--- src/design/m3i_pkg.sv ---
// Shared types, widths and index tables for the 3x3 matrix inverse unit.
// No dependencies.
package m3i_pkg;

    localparam int FRAC_BITS_DEF = 16;
    localparam int ENT_W  = 32;          // one matrix entry
    localparam int N_ENT  = 9;
    localparam int PROD_W = 64;          // entry * entry
    localparam int ADJ_W  = 65;          // cofactor, signed
    localparam int DET_W  = 98;          // determinant, signed
    localparam int DMAG_W = 97;          // determinant magnitude
    localparam int STEPS  = 33;          // quotient bits produced per lane

    localparam int FRONT_LAT = 6;
    localparam int LANE_LAT  = STEPS + 2;
    localparam int MERGE_LAT = 1;
    localparam int TOTAL_LAT = FRONT_LAT + LANE_LAT + MERGE_LAT;

    localparam logic [ENT_W-1:0] SAT_POS = 32'h7FFF_FFFF;
    localparam logic [ENT_W-1:0] SAT_NEG = 32'h8000_0000;

    // Sarrus terms: first three added, last three subtracted
    localparam int DET_IDX [6][3] = '{
        '{0, 4, 8}, '{1, 5, 6}, '{2, 3, 7},
        '{2, 4, 6}, '{0, 5, 7}, '{1, 3, 8}
    };

    // adjugate entry k = m[a]*m[b] - m[c]*m[d]
    localparam int COF_IDX [9][4] = '{
        '{4, 8, 5, 7}, '{2, 7, 1, 8}, '{1, 5, 2, 4},
        '{5, 6, 3, 8}, '{0, 8, 2, 6}, '{2, 3, 0, 5},
        '{3, 7, 4, 6}, '{1, 6, 0, 7}, '{0, 4, 1, 3}
    };

    typedef struct packed {
        logic              dneg;
        logic              dzero;
        logic [DMAG_W-1:0] dmag;
    } t_det_info;

    typedef struct packed {
        logic [ENT_W-1:0] val;
        logic             sat;
    } t_lane_res;

    typedef struct packed {
        logic [N_ENT-1:0][ENT_W-1:0] r;
        logic                        saturated;
        logic                        singular;
    } t_result;

endpackage

--- src/design/m3i_merge.sv ---
// Merge stage: gathers the nine lane results, singular case and saturation flag.
// Depends on m3i_pkg.
module m3i_merge (
    input  logic                    i_clk,
    input  logic                    i_en,
    input  m3i_pkg::t_lane_res      i_res [m3i_pkg::N_ENT],
    input  logic                    i_zero,
    output m3i_pkg::t_result        o_res
);
    logic w_any_sat;

    // any lane clamped
    always_comb begin
        w_any_sat = 1'b0;
        for (int k = 0; k < m3i_pkg::N_ENT; k++) begin
            if (i_res[k].sat) begin
                w_any_sat = 1'b1;
            end
        end
    end

    always_ff @(posedge i_clk) begin
        if (i_en) begin
            o_res.singular  <= i_zero;
            o_res.saturated <= !i_zero && w_any_sat;
            for (int k = 0; k < m3i_pkg::N_ENT; k++) begin
                o_res.r[k] <= i_zero ? '0 : i_res[k].val;
            end
        end
    end

endmodule

--- config.mk ---
export PLATFORM = sky130hd
export DESIGN_NAME = m3i_merge
export DESIGN_NICKNAME = d
export VERILOG_FILES = /design/src/design/m3i_pkg.sv /design/src/design/m3i_merge.sv
export SDC_FILE = /design/constraint.sdc
export NUM_CORES = 1
export LEC_CHECK = 0
export BUFFER_PORTS_ARGS = -buffer_cell sky130_fd_sc_hd__buf_4
export CORE_AREA = 3 3 227 229
export DETAILED_ROUTE_END_ITERATION = 6
export DIE_AREA = 0 0 230 232
export HOLD_SLACK_MARGIN = 0.05
export PLACE_DENSITY = 0.46
export SLEW_MARGIN = 20
export SYNTH_ARGS = -nofsm -noshare
export SYNTH_HDL_FRONTEND = slang
export SYNTH_SLANG_ARGS = --single-unit
--- constraint.sdc ---
create_clock -name i_clk -period 2.4 [get_ports i_clk]
set_clock_uncertainty 0.05 [all_clocks]
set_input_delay 0.12 -clock i_clk [delete_from_list [all_inputs] [get_ports i_clk]]
set_output_delay 0.12 -clock i_clk [all_outputs]
set_load 0.1 [all_outputs]
* Word level (Yosys, flattened, before mapping)
Cells that the tools add are included. W data, S select, Z words.
Word-level totals: memory bits (read-only) 0, bits in registers 290, bits in latches 0, output and inout bits 290, word-level logic and storage cells 22, RAM bits 0, memories 0
Cells by class: reduce and logical (&&, ||, !) cells 2, div/mod/pow operators 0, equality and inequality tests 0, bitwise operators 0, multipliers 0, magnitude comparators 0, $add $sub $neg 0, multiplexer cells 9, shift-type cells 0
Operators with widths (number):
- $mux W1 | 9
- $logic_and A1 B1 Y1 | 1
- $logic_not A1 Y1 | 1

* Depth between registers and ports, before layout
Gate-level depths: netlist of the first run.
depth after elaboration 10, gate-level depth with buffers 4, mapped depth without buffers 2

* Worst setup path after synthesis of the first run
Ideal clock, no wire load.
path kind register to output, from register o_res[0] (netlist name), to output port o_res[0] (netlist name), path buffers 0, slack 1.326 ns, arrival 0.904 ns, cell stages (with the launch flop) 1, cells stage by stage edfxtp_1
RTL lines:
- start, declared | line m3i_merge.sv:8 | output m3i_pkg::t_result o_res
No word-level cell between the ends.

* Worst setup path in the final report of the first run
from input port i_res[99] (netlist name), to register o_res[1] (netlist name), data pin
Between the ends: longest elaborated chain between the ends 5
Ends and longest elaborated chain:
- start, declared | line m3i_merge.sv:6 | input m3i_pkg::t_lane_res i_res [m3i_pkg::N_ENT],
- $mux W1 (4 in series) | line m3i_merge.sv:16 | if (i_res[k].sat) begin
- $logic_and A1 B1 Y1 | line m3i_merge.sv:25 | o_res.saturated <= !i_zero && w_any_sat;
No other way between the ends. A chain may end at the register's enable or synchronous reset.

==> impl_metrics.yaml, run 1 <==
cts:
  clock_sinks: 290
  clkTransAtPathRegs_ns: 0.06
  cts-resized-gates: 0
  clockBufferDepth: 3
  clock-root-buffer: "clkbuf_16"
  cts_tree: "built"
  htree_levels: 2
  cts_inserted_buffers: 36
worst_setup_path:
  cp_slowest_stage_delay_ns: 0.56
  crit_path_cell_trace: "dlygate4sd3_1 -> buf_4 -> nor2_1 -> dlygate4sd3_1 -> a31oi_1 -> dlygate4sd3_1"
  critPathCaptureType: "register"
  timing.critical_path.buf_inv: 4
  crit_family: "buffers and inverters"
  worstSetupPathType: "input port to register"
  worstPathRequired_ns: 2.62
  crit_top_cell: "dlygate4sd3_1"
  startpoint_type: "input port"
  crit_path_top_delay_cell: "dlygate4sd3_1"
  worst-path-max-fanout: 1
  worstPathArrival_ns: 2.07
global_route:
  antenna_found_initial: 3
  grt_max_degree: 79
  gr-usage-all-layers_pct: 13.45
  grt_overflow: 0
  grt_pass1_wl_um: 55690
  grt_pass1_vias: 9344
timing:
  tns_ns: 0
  slew_violations: 0
  setup_viol: 0
  timing.final.crit_share_pct: 76.89
  max_slew_margin_pct: 59.58
  finalWorstSetupSlack_ns: 0.5546
  whs_ns: 0.3790
  grt_setup_unrepaired: "false"
  max_freq_mhz: 541.9
  finalHoldViolCount: 0
  fin_crit_ns: 1.845
  worst_slew_pin_slew_ns: 0.6063
min_path:
  hold_start: "i_res[71]"
  min_path_cells: 3
  whs_endpoint: "o_res[198]"
  hold_path.class: "input port to register"
floorplanning:
  ios: 590
  die_w_um: 230
  core_um2: 49860
  die_y_um: 232
  die-area_um2: 53360
  start_util_pct: 21.43
  rows: 82
power_and_ir_drop:
  peakVddDrop_mv: 0.4427
  power.density_nw_per_um2: 778.7
  power_mw: 15.98
  p_leak_nw: 8.389
final_layout:
  fin_util_pct: 41.17
  mostFrequentLayoutCell: "buf_4"
  layout_common_cells: "buf_4 (594), dlygate4sd3_1 (338), edfxtp_1 (290)"
  largest_register_ffs: 290
  largest-register: "o_res"
  post-route-cell-area_um2: 20530
  area_delta_synth_final_pct: 92.09
  reg_top3: "o_res: 290 flops"
  layout.nets: 1864
  stdcell_count: 2260
  fill_cells: 4711
  layout-drive-gt1-share_pct: 40.83
place:
  dp_hpwl_um: 25780
  place_ws_ns: 1.050
  dp_cells: 1860
  dpl_cell_area_um2: 16060
  gp_congestion: 0.7599
  portBuffers: 589
yosys:
  synth-seq-cells: 290
  yosysTopAreaCellShare_pct: 81.49
  ys_seq_area_share_pct: 81.49
  yosysTopAreaCell: "edfxtp_1"
  ys_top_cells_by_area: "edfxtp_1 (81%), nor2b_1 (17%), buf_2 (1.0%)"
  syn_inst: 614
  synth.distinct_cells: 9
  syn_area_um2: 10690
  syn_avg_cell_area_um2: 17.40
  synth_nets: 914
  yosysWarnings: 0
route:
  wl_per_cell_um: 16.51
  dr.pass1.iters: 4
  drt_first_iter_violations: 277
  ant_nets: 0
  via_count: 8534
  routed_wl_um: 37320
  remaining_drc_errors: 0
  viasPerCell: 3.776
status:
  status: "finished, final reports clean"
flow_run:
  max_cap_violations: 0
==> final cells by class <==
| type | instances | area [um^2] | area share (%) |
|---|---|---|---|
| multi-input cells | 292 | 1823 | 8.881 |
| flip-flops and latches | 290 | 8708 | 42.42 |
| diodes | 1 | 2.502 | 0.01219 |
| well taps | 672 | 840.8 | 4.096 |
| clock inverters | 15 | 120.1 | 0.5852 |
| clock buffers | 46 | 959.7 | 4.675 |
| repair buffers | 944 | 8073 | 39.33 |
==> tightest hold or removal path: cells and delay by family <==
| family | cells | cell delay, ns |
|---|---|---|
| buf+inv | 2 | 0.61 |
| simple gates | 1 | 0.10 |
==> cells in the mapped netlist (all sizes together) <==
library cell / number
nor2b: 288
clkbuf: 8
a31oi: 1
edfxtp: 290
nor2: 1
nor3: 1
nor4: 1
buf: 24
==> layer usage <==
| layer | part of all wire, % | global-route usage [%] | vias up |
|---|---|---|---|
| met2 | 52 | 24.11 | 356 |
| met5 | 0.083 | 0 | - |
| met1 | 37 | 14.88 | 4061 |
| met3 | 8.3 | 4.833 | 70 |
| met4 | 2.7 | 4.228 | 4 |
| li1 | - | - | 4043 |
==> worst max path at each step <==
stage	startpoint	endpoint	slack (ns)	cells past startpoint
final	i_res[99]	o_res[1]	0.55	6
after global routing	i_res[99]	o_res[1]	0.54	6
after CTS	i_res[99]	o_res[1]	0.63	6
after detailed placement	i_en	o_res[210]	1.05	2
after global placement	i_en	o_res[206]	1.07	2
after floorplan	o_res[0]	o_res[0]	1.33	0
==> repair_timing <==
item / CTS / global route
hold buffers: 338 / 0
endpoints found under the hold margin: 331 / 0
buffers inserted: 0 / 0
==> cell families after synthesis <==
family                 count (synthesis)  synth area share (%)
flip-flops                           290                 81.49
buffers and inverters                 32                 1.452
AO/OA/AOI/OAI                          1               0.05858
AND/OR/NAND/NOR                      291                 17.00
==> power breakdown <==
part	internal (mW)	total [mW]	switching, mW	leakage (nW)
logic	1.30	4.77	3.48	5.07
registers	6.02	6.14	0.121	2.80
clock network	3.02	5.07	2.05	0.523
total	10.3	16.0	5.64	8.39
No activity file was read; power rests on OpenSTA's default activity.
==> inputs of run 2 (changes only) <==
Clock period 2.4 ns to 1.7 ns, I/O delays scaled along.
==> run 2 against run 1 <==
Non-clock buffer count shrank 5. Core utilization decreased by 0.12 points. Flip-flop and latch count unchanged. First-iteration DRC count up 4.0%. Highest routed layer is now met4. Combinational power rose by 41%. Clock power increased by 38%. Clock-buffer cell count shrank 1.
==> impl_metrics.yaml, run 2 (synthesis gave the netlist of run 1 again) <==
worst_setup_path:
  crit_path_top_delay_cell: "dlygate4sd3_1"
  worstSetupPathType: "input port to register"
  worstPathArrival_ns: 1.71
  cp_slowest_stage_delay_ns: 0.59
  startpoint_type: "input port"
  crit_path_cell_trace: "dlygate4sd3_1 -> buf_8 -> nor2b_1 -> dlygate4sd3_1"
  critPathCaptureType: "register"
  worst-path-max-fanout: 45
  worstPathRequired_ns: 1.91
  crit_top_cell: "dlygate4sd3_1"
global_route:
  grt_overflow: 0
  antenna_found_initial: 4
  grt_pass1_vias: 9449
  grt_max_degree: 55
  grt_pass1_wl_um: 55570
  gr-usage-all-layers_pct: 13.57
final_layout:
  largest_register_ffs: 290
  layout-drive-gt1-share_pct: 41.43
  largest-register: "o_res"
  layout.nets: 1859
  reg_top3: "o_res: 290 flops"
  post-route-cell-area_um2: 20470
  stdcell_count: 2256
  area_delta_synth_final_pct: 91.52
  fill_cells: 4743
  mostFrequentLayoutCell: "buf_4"
  layout_common_cells: "buf_4 (597), dlygate4sd3_1 (328), edfxtp_1 (290)"
floorplanning:
  ios: 590
  die_y_um: 232
  die-area_um2: 53360
  rows: 82
  start_util_pct: 21.43
  core_um2: 49860
  die_w_um: 230
timing:
  finalHoldViolCount: 0
  max_slew_margin_pct: 74.20
  setup_viol: 0
  grt_setup_unrepaired: "false"
  worst_slew_pin_slew_ns: 0.3870
  fin_crit_ns: 1.505
  timing.final.crit_share_pct: 88.52
  max_freq_mhz: 664.5
  slew_violations: 0
  whs_ns: 0.3468
  tns_ns: 0
cts:
  clock_sinks: 290
  clkTransAtPathRegs_ns: 0.06
  cts-resized-gates: 0
  htree_levels: 2
  post_cts_buffers: 0
  cts_inserted_buffers: 36
  clock-root-buffer: "clkbuf_16"
  cts_tree: "built"
  clockBufferDepth: 3
flow_run:
  max_cap_violations: 0
route:
  via_count: 8561
  dr.pass1.iters: 4
  ant_nets: 0
  wl_per_cell_um: 16.68
  drt_first_iter_violations: 288
  viasPerCell: 3.795
  remaining_drc_errors: 0
  routed_wl_um: 37630
power_and_ir_drop:
  peakVddDrop_mv: 0.6891
  p_leak_nw: 8.356
  power.density_nw_per_um2: 1096
place:
  dp_cells: 1865
  dp_hpwl_um: 26040
  dpl_cell_area_um2: 16120
  portBuffers: 589
  gp_congestion: 0.7416
status:
  status: "finished, final reports clean"
min_path:
  hold_path.class: "input port to register"
run 2: final timing paths:
path       from    endpoint  slack [ns]  cells after the start
min   i_res[71]  o_res[198]        0.35                      3
max      i_zero  o_res[258]        0.20                      4
run 2: routing by layer:
layer	global-route usage, %	vias to the layer above	wire (um)
li1	-	4048	-
met2	24.31	379	19320
met1	14.21	4045	13540
met4	5.709	0	1479
met3	5.263	89	3294
met5	0	-	0
run 2: final cells by class:
cell class / count / area [um^2] / share of cell area, %
Antenna cell: 3 / 7.507 / 0.03668
Tap cell: 672 / 840.8 / 4.108
Clock inverter: 15 / 96.34 / 0.4707
Multi-Input combinational cell: 292 / 1823 / 8.907
Clock buffer: 45 / 955.9 / 4.671
Timing Repair Buffer: 939 / 8035 / 39.26
Sequential cell: 290 / 8708 / 42.55
run 2: stage by stage:
stage                     utilization [%]  power [mW]  worst slack (ns)
after floorplan                         -       13.18            0.6610
after global placement              32.34       14.94            0.5389
after detailed placement            32.34       14.96            0.5254
after CTS                           41.03       22.78            0.2288
after global routing                41.04       23.27            0.1863
final                               41.05       22.42            0.1951
run 2: power by group:
part,internal [mW],total (mW),switching [mW]
clock,4.11,7.01,2.90
combinational,1.83,6.74,4.91
sequential,8.50,8.67,0.169
run 2: timing repair:
item,in CTS,in global routing
hold buffers,328,0
endpoints found under the setup margin,0,0
endpoints found under the hold margin,319,0
run 2: worst max-delay path, delay by kind of cell:
kind	cells	cell delay, ns
buf+inv	3	1.51
simple gates	1	0.10
